<file path="src/rtl/core/lru_key_value_cache_macros.svh">
// Assertion macros for the LRU key-value cache.
// Used by the top level; needs a clock i_clk and reset i_rst_n in scope.
`ifndef LRU_KEY_VALUE_CACHE_MACROS_SVH
`define LRU_KEY_VALUE_CACHE_MACROS_SVH

// Condition must hold at every edge out of reset.
`define LKV_ASSERT_ALWAYS(lbl, cond, msg) \
    lbl: assert property (@(posedge i_clk) disable iff (!i_rst_n) (cond)) \
        else $error(msg);

// Antecedent at one edge implies consequent at the next.
`define LKV_ASSERT_NEXT(lbl, ante, cons, msg) \
    lbl: assert property (@(posedge i_clk) disable iff (!i_rst_n) (ante) |=> (cons)) \
        else $error(msg);

`endif

</file>
<file path="src/rtl/core/lkv_pkg.sv">
// Shared types and constants for the LRU key-value cache.
// No dependencies.
package lkv_pkg;

    localparam int MAX_ENTRIES_DEF = 16;
    localparam int KEY_W           = 32;
    localparam int VAL_W           = 32;
    localparam int CAP_W           = 5;
    localparam logic [CAP_W-1:0] CAP_RESET = 5'd16;

    // request kinds
    localparam logic REQ_GET = 1'b0;
    localparam logic REQ_PUT = 1'b1;

    typedef struct packed {
        logic             valid;
        logic [KEY_W-1:0] key;
        logic [VAL_W-1:0] value;
    } t_entry;

    // per-cycle control broadcast to every cell
    typedef struct packed {
        logic cmp_en;   // latch key compare result
        logic apply;    // shift chain this cycle
    } t_cell_ctl;

    typedef enum logic {
        S_IDLE,
        S_UPD
    } t_state;

endpackage

</file>
<file path="src/rtl/core/lkv_cell.sv">
// One recency slot of the LRU chain: holds an entry, compares it against a key,
// loads its predecessor's entry on a shift. Depends on lkv_pkg.
module lkv_cell #(
    parameter int IDX         = 0,
    parameter int MAX_ENTRIES = lkv_pkg::MAX_ENTRIES_DEF
) (
    input  logic                               i_clk,
    input  logic                               i_rst_n,
    input  lkv_pkg::t_cell_ctl                 i_ctl,
    input  logic [lkv_pkg::KEY_W-1:0]          i_cmp_key,
    input  logic [$clog2(MAX_ENTRIES+1)-1:0]   i_shift_lim,
    input  lkv_pkg::t_entry                    i_prev,
    output lkv_pkg::t_entry                    o_entry,
    output logic                               o_match
);
    import lkv_pkg::*;

    localparam int CNTW = $clog2(MAX_ENTRIES + 1);
    localparam logic [CNTW-1:0] MY_POS = CNTW'(IDX);

    t_entry r_entry;
    logic   r_match;
    logic   w_load;

    // slots above the limit keep their entry
    assign w_load = i_ctl.apply && (MY_POS <= i_shift_lim);

    // key and value are not reset; the valid bit guards them
    always_ff @(posedge i_clk) begin
        if (!i_rst_n) begin
            r_entry.valid <= 1'b0;
            r_match       <= 1'b0;
        end else begin
            if (w_load) begin
                r_entry <= i_prev;
            end
            if (i_ctl.cmp_en) begin
                r_match <= r_entry.valid && (r_entry.key == i_cmp_key);
            end
        end
    end

    assign o_entry = r_entry;
    assign o_match = r_match;

endmodule

</file>
<file path="src/rtl/core/lru_key_value_cache.sv">
// Top level of the LRU key-value cache: handshake, sequencer, cell chain.
// Depends on lkv_pkg, lkv_cell and lru_key_value_cache_macros.svh.
//
//  channel  | dir | handshake             | payload (low bits first)
//  ---------+-----+-----------------------+----------------------------------------
//  s_axis   | in  | tvalid / tready       | tdata: key, value; tuser: req_type
//  m_axis   | out | tvalid / tready       | tdata: read_value, evicted_key;
//           |     |                       | tuser: found, evicted
//  cfg      | in  | i_cfg_we              | i_cfg_wdata: capacity
//
// The accept edge latches the key compare in every cell; the commit edge in S_UPD
// shifts the chain and loads the output register.
// The update waits while the output register still holds an untaken word;
// the next word is accepted once the update has gone through.
// Synchronous active-low reset empties the chain and sets capacity to 16.
`include "lru_key_value_cache_macros.svh"
module lru_key_value_cache #(
    parameter int MAX_ENTRIES = lkv_pkg::MAX_ENTRIES_DEF
) (
    input  logic                       i_clk,
    input  logic                       i_rst_n,
    input  logic                       s_axis_tvalid,
    output logic                       s_axis_tready,
    input  logic [63:0]                s_axis_tdata,  // key[31:0], value[63:32]
    input  logic                       s_axis_tuser,  // req_type
    output logic                       m_axis_tvalid,
    input  logic                       m_axis_tready,
    output logic [63:0]                m_axis_tdata,  // read_value[31:0], evicted_key[63:32]
    output logic [1:0]                 m_axis_tuser,  // found[0], evicted[1]
    input  logic                       i_cfg_we,
    input  logic [lkv_pkg::CAP_W-1:0]  i_cfg_wdata    // capacity
);
    import lkv_pkg::*;

    localparam int IW   = $clog2(MAX_ENTRIES);
    localparam int CNTW = $clog2(MAX_ENTRIES + 1);
    localparam int EW   = (CNTW > CAP_W) ? CNTW : CAP_W;
    localparam logic [EW-1:0] MAX_EXT = EW'(MAX_ENTRIES);

    // chain state: cell 0 is most recent, valid cells form a prefix
    t_state            r_state, n_state;
    logic [CNTW-1:0]   r_count, n_count;
    logic [CAP_W-1:0]  r_cap;

    // latched request
    logic              r_req_put;
    logic [KEY_W-1:0]  r_req_key;
    logic [VAL_W-1:0]  r_req_val;

    // output register
    logic              r_out_valid;
    logic              r_out_found, r_out_evicted;
    logic [VAL_W-1:0]  r_out_rdval;
    logic [KEY_W-1:0]  r_out_evkey;

    logic              w_accept, w_commit;
    t_cell_ctl         w_ctl;
    t_entry            w_ent   [MAX_ENTRIES];
    t_entry            w_new;
    logic [MAX_ENTRIES-1:0] w_match, w_valid;

    logic              w_found, w_evict;
    logic [IW-1:0]     w_hit_pos, w_old_pos;
    logic [VAL_W-1:0]  w_hit_val, w_rdval;
    logic [KEY_W-1:0]  w_evkey;
    logic [CNTW-1:0]   w_lim;
    logic [EW-1:0]     w_cap_ext, w_eff_cap, w_cnt_ext;

    assign w_accept = s_axis_tvalid && s_axis_tready;

    // ---------------- sequencer ----------------
    always_comb begin
        n_state = r_state;
        unique case (r_state)
            S_IDLE: if (w_accept) n_state = S_UPD;
            S_UPD:  if (w_commit) n_state = S_IDLE;
            default: n_state = S_IDLE;
        endcase
    end

    always_comb begin
        s_axis_tready = 1'b0;
        w_commit      = 1'b0;
        unique case (r_state)
            S_IDLE: s_axis_tready = 1'b1;
            S_UPD:  w_commit      = !r_out_valid || m_axis_tready;
            default: ;
        endcase
    end

    // ---------------- lookup result ----------------
    always_comb begin
        w_hit_pos = '0;
        w_hit_val = '0;
        for (int i = 0; i < MAX_ENTRIES; i++) begin
            // matches are one-hot, so OR-ing gives the single hit
            if (w_match[i]) begin
                w_hit_pos = w_hit_pos | IW'(i);
                w_hit_val = w_hit_val | w_ent[i].value;
            end
        end
    end

    assign w_found = |w_match;

    // effective capacity: zero counts as one, clamped to the chain length
    assign w_cap_ext = EW'(r_cap);
    assign w_cnt_ext = EW'(r_count);
    always_comb begin
        if (w_cap_ext == '0) begin
            w_eff_cap = EW'(1);
        end else if (w_cap_ext > MAX_EXT) begin
            w_eff_cap = MAX_EXT;
        end else begin
            w_eff_cap = w_cap_ext;
        end
    end

    assign w_evict   = (r_req_put == REQ_PUT) && !w_found &&
                       ((w_cnt_ext >= w_eff_cap) || (w_cnt_ext >= MAX_EXT));
    // least recent entry sits at the end of the valid prefix
    assign w_old_pos = IW'(r_count - CNTW'(1));
    assign w_evkey   = w_ent[w_old_pos].key;

    // deepest slot that takes its neighbour's entry
    always_comb begin
        if (w_found) begin
            w_lim = CNTW'(w_hit_pos);
        end else if (w_evict) begin
            w_lim = r_count - CNTW'(1);
        end else begin
            w_lim = r_count;
        end
    end

    // entry entering at the head
    always_comb begin
        w_new.valid = 1'b1;
        w_new.key   = r_req_key;
        w_new.value = (r_req_put == REQ_PUT) ? r_req_val : w_hit_val;
    end

    assign w_rdval = (r_req_put == REQ_PUT) ? '0 : (w_found ? w_hit_val : '1);

    // get miss leaves the chain untouched
    assign w_ctl.cmp_en = w_accept;
    assign w_ctl.apply  = w_commit && (w_found || (r_req_put == REQ_PUT));

    always_comb begin
        n_count = r_count;
        if (w_commit && (r_req_put == REQ_PUT) && !w_found && !w_evict) begin
            n_count = r_count + CNTW'(1);
        end
    end

    // ---------------- cell chain ----------------
    for (genvar g = 0; g < MAX_ENTRIES; g++) begin : g_cell
        t_entry w_prev;
        if (g == 0) begin : g_head
            assign w_prev = w_new;
        end else begin : g_body
            assign w_prev = w_ent[g-1];
        end

        lkv_cell #(
            .IDX         (g),
            .MAX_ENTRIES (MAX_ENTRIES)
        ) u_cell (
            .i_clk       (i_clk),
            .i_rst_n     (i_rst_n),
            .i_ctl       (w_ctl),
            .i_cmp_key   (s_axis_tdata[KEY_W-1:0]),
            .i_shift_lim (w_lim),
            .i_prev      (w_prev),
            .o_entry     (w_ent[g]),
            .o_match     (w_match[g])
        );

        assign w_valid[g] = w_ent[g].valid;
    end

    // ---------------- registers ----------------
    always_ff @(posedge i_clk) begin
        if (!i_rst_n) begin
            r_state     <= S_IDLE;
            r_count     <= '0;
            r_cap       <= CAP_RESET;
            r_out_valid <= 1'b0;
        end else begin
            r_state <= n_state;
            r_count <= n_count;
            if (i_cfg_we) begin
                r_cap <= i_cfg_wdata;
            end
            if (w_commit) begin
                r_out_valid <= 1'b1;
            end else if (m_axis_tready) begin
                r_out_valid <= 1'b0;
            end
        end
    end

    always_ff @(posedge i_clk) begin
        if (w_accept) begin
            r_req_put <= s_axis_tuser;
            r_req_key <= s_axis_tdata[KEY_W-1:0];
            r_req_val <= s_axis_tdata[KEY_W+VAL_W-1:KEY_W];
        end
        if (w_commit) begin
            r_out_found   <= w_found;
            r_out_evicted <= w_evict;
            r_out_rdval   <= w_rdval;
            r_out_evkey   <= w_evict ? w_evkey : '0;
        end
    end

    assign m_axis_tvalid = r_out_valid;
    assign m_axis_tdata  = {r_out_evkey, r_out_rdval};
    assign m_axis_tuser  = {r_out_evicted, r_out_found};

    // ---------------- checks ----------------
    `LKV_ASSERT_ALWAYS(a_count_bound, (r_count <= CNTW'(MAX_ENTRIES)), "entry count over size")
    `LKV_ASSERT_ALWAYS(a_prefix_count, ($countones(w_valid) == int'(r_count)), "valid cells != count")
    `LKV_ASSERT_ALWAYS(a_hit_unique, (r_state != S_UPD || $onehot0(w_match)), "key held twice")
    `LKV_ASSERT_NEXT(a_accept_upd, w_accept, (r_state == S_UPD), "accept did not start update")

endmodule

</file>
<file path="config.mk">
export PLATFORM = sky130hd
export DESIGN_NAME = lru_key_value_cache
export DESIGN_NICKNAME = d
export VERILOG_FILES = /design/src/rtl/core/lkv_pkg.sv /design/src/rtl/core/lkv_cell.sv /design/src/rtl/core/lru_key_value_cache.sv
export VERILOG_INCLUDE_DIRS = /design/src /design/src/rtl/core
export SDC_FILE = /design/constraint.sdc
export NUM_CORES = 2
export LEC_CHECK = 0
export BUFFER_PORTS_ARGS = -buffer_cell sky130_fd_sc_hd__buf_2
export CAP_MARGIN = 40
export CELL_PAD_IN_SITES_DETAIL_PLACEMENT = 2
export CELL_PAD_IN_SITES_GLOBAL_PLACEMENT = 2
export CORE_UTILIZATION = 25
export CTS_CLUSTER_DIAMETER = 30
export DETAILED_ROUTE_END_ITERATION = 8
export PLACE_DENSITY = 0.57
export SYNTH_ARGS = -nofsm -noshare
export SYNTH_HDL_FRONTEND = slang
export SYNTH_HIERARCHICAL = 1
export SYNTH_SLANG_ARGS = --single-unit
</file>
<file path="constraint.sdc">
create_clock -name i_clk -period 18.7 [get_ports i_clk]
set_clock_uncertainty 0.15 [all_clocks]
set_input_delay 1.87 -clock i_clk [delete_from_list [all_inputs] [get_ports i_clk]]
set_output_delay 1.87 -clock i_clk [all_outputs]
set_load 0.02 [all_outputs]
</file>
==> summary.txt <==
Floorplanning
  – Initial Util: 25.2%
  – Area of the core: 198000 um^2
  – Die span in y: 449 um
  – I/O pin total: 143
  – Die W: 449 um
  – Die ar.: 202000 um^2
  – Site Rows: 163

Global routing
  – Vias in the first global route: 32500
  – Initial antenna violation count: 19
  – First-pass GRT wire length: around 260000 um
  – Met1 Use GR: about a quarter
  – M2 GR Usage: 28.8%
  – Met3 Usage GRT: between 3 and 4%
  – Global Route Usage Sum: 18.3%
  – Gr busiest metal: met2
  – Largest net degree at the start of global routing: 89
  – Grt total ovfl: 0

Clock tree
  – TritonCTS sink count: 1199
  – CTS root buffer: clkbuf_16
  – Clk buf depth: 4
  – Post-cts hold buffer count: 0
  – CTS tree: done
  – CTS H-Tree Depth: 5
  – CTS Buf Count: 276
  – Reg clk slew, reported paths: 0.05 ns
  – Clock latency at the later pin of the worst-skew pair: 0.90 ns
  – CTS resizes: 0
  – Post CTS Setup Buffer Count: 0

Critical path
  – RR Endpoint: g_cell[14].u_cell/o_entry[40]
  – Setup CP Type: flop to flop
  – FF-to-FF path depth: 12
  – Most used cell, CP: buf_4
  – CP startpoint: r_count[0]
  – CP endpoint: g_cell[14].u_cell/o_entry[40]
  – Critical Path End Type: flop
  – Worst path arrival time: 5.30 ns
  – Critical path depth: 12
  – Crit Path Max Fanout: 41
  – Reg2reg setup slack: 13.75 ns
  – Worst path required time: 19.04 ns
  – Top delay family on crit path: buffers and inverters
  – CP Launch Type: flop
  – Crit path max-delay cell type: o31ai_2
  – Worst path cell trace: buf_16, inv_2, ha_1, nand2b_1, a31oi_1, o31ai_2, or3b_1, a21oi_1, buf_4, a31o_2, and3_4, buf_4
  – Buffer and inverter count on the worst path: 4
  – Reg2Reg Launch Point: r_count[0]
  – Crit-path max cell delay: 0.65 ns

Synthesis
  – Number of synthesized flops with an enable pin: 1155
  – Cell variety after synth: 61
  – Top cells by area, synth: edfxtp_1, xnor2_1, mux4_2
  – Cell accounting for the most synthesized area: edfxtp_1
  – Yosys warns: 6
  – Register bit count reported by yosys: approximately 1200
  – Mean post-synth cell area: 17.3 um^2
  – Post-synthesis cell area: 50000 um^2
  – Syn Nets: between 2000 and 3000
  – Share of the synthesized area in the top cell type: 69.4%
  – Prevailing post-synth register cell: edfxtp_1
  – List of most frequent post-synthesis cells: edfxtp_1, xnor2_1, mux4_2
  – Post-synth ARST share: 0%
  – Sequential area share after synthesis: roughly 71%
  – Count leader, synth: edfxtp_1
  – Syn Inst Count: a little under 3000

Drt
  – Residual DRC count: 0
  – Antenna-violating nets left: 0
  – Total wire length: between 150000 and 200000 um
  – Wirelength per Cell: around 31 um
  – Vias: 30100
  – Vias per inst: 4.94
  – DRT Pass-1 Iters: 5
  – Iter 0 DRT Violations: 2653

Timing
  – Tcrit/Tclk final: 26.5%
  – Max-slew headroom: around 36%
  – Max Freq: a little over 200 MHz
  – Final hold viol count: 0
  – Final setup viols: 0
  – Max-slew violation count: 0
  – RSZ-0062 raised after global routing: no
  – Setup TNS: 0 ns
  – Period minus WS final: 4.95 ns
  – Worst Tran Pin Value: 0.953 ns

Place
  – GPL Wtd Cong: about 0.83
  – Port bufs: ~140
  – DP Wirelength: 126000 um

Min path
  – Worst min path class: flop to flop

Power
  – Maximum vdd drop: approximately 0.000072 V
  – Leak pwr: slightly above 20 nW
  – Pwr Total: between 0.008 and 0.009 W
  – Power per Cell Area: about 130 nW/um^2

Finish
  – Total Nets Final: 3341
  – Layout cells sized above 1: 24.7%
  – Synth-to-Final Area Change: 27.7%
  – Fill count: 19800

Status
  – Outcome: completed

Job
  – Max-Cap Viols: 0
-- how the worst min path moves through the flow --
stage / startpoint / endpoint / slack, ns / depth (start not counted)
2_1_floorplan: r_req_key[0] / g_cell[0].u_cell/o_entry[32] / 0.25 / 0
3_3_place_gp: r_req_key[31] / g_cell[0].u_cell/o_entry[63] / 0.25 / 0
3_5_place_dp: r_req_key[5] / g_cell[0].u_cell/o_entry[37] / 0.26 / 0
4_1_cts: r_req_key[5] / g_cell[0].u_cell/o_entry[37] / 0.26 / 0
5_1_grt: r_req_key[5] / g_cell[0].u_cell/o_entry[37] / 0.27 / 0
6_report: r_req_key[9] / g_cell[0].u_cell/o_entry[41] / 0.26 / 0
-- power by group --
| group | internal, W | leakage [nW] | total [W] | switching (W) |
|---|---|---|---|---|
| clock | 0.00339 | 4.53 | 0.00494 | 0.00155 |
| combinational | 0.000124 | 4.97 | 0.000346 | 0.000222 |
| sequential | 0.00297 | 10.8 | 0.00300 | 0.0000291 |
| total | 0.00648 | 20.3 | 0.00829 | 0.00181 |
-- metal layers --
layer	vias up	share of wire [%]	routed length, um
met5	-	0.037	69
met4	10	3.0	5630
met3	283	6.1	11400
met2	1119	46	87100
met1	16300	45	83600
li1	12400	-	-
-- registers in the layout (all words and copies together) (netlist names), 5 cells and up --
name / count
g_cell.u_cell/o_match: 16
r_req_key: 32
r_out_evkey: 32
r_req_val: 32
g_cell.u_cell/o_entry: 1040
r_cap: 5
r_count: 5
r_out_rdval: 32
-- stage by stage --
step	hold slack (ns)	utilization, %	std cells	instance area, um^2	setup slack, ns
after global routing	0.273	32.2	6101	63800	13.35
after global placement	0.251	27.3	5604	54000	13.00
after floorplan	0.250	-	2886	50000	10.06
final	0.259	32.2	6102	63800	13.75
after CTS	0.264	32.2	6100	63800	13.66
after detailed placement	0.256	27.5	5621	54400	13.52
-- layout make-up --
cell class,instances,area (um^2),share of cell area (%)
clock inverter,164,2100,3.29
inverter,24,91.3,0.143
multi-input combinational,1542,13900,21.8
sequential,1199,35600,55.7
antenna,2,5.00,0.00784
timing repair buffer,216,1560,2.44
tap,2640,3300,5.17
clock buffer,315,7290,11.4
-- cell families (layout without fill, tap and decap cells) --
logic type	Yosys count	after routing	synth area share [%]
buffers and inverters	145	719	1.33
other	1	3	0.00750
muxes	183	183	7.67
xor gates and xnor gates	512	512	8.99
and+or+nand+nor	472	472	5.15
adders and majority gates	7	7	0.175
AOI/OAI and AO/OA	367	367	5.52
DFF	1199	1199	71.2
-- layout by cell type, fill, tap and decap left out, drive strengths merged, types with 12 or more instances in the layout --
master    count
a21oi        70
a221oi       64
a22o         64
a22oi       128
buf         216
bufinv       44
clkbuf      315
clkinv       76
clkinvlp     23
dfxtp        44
edfxtp     1155
inv          45
mux2i        22
mux4        160
nand2        35
nand3        84
nand3b       16
nand4       125
nor2         97
nor2b        39
nor3         19
nor4         38
o21ai        12
xnor2       453
xor2         59
Power figures use the tool's default switching activity.
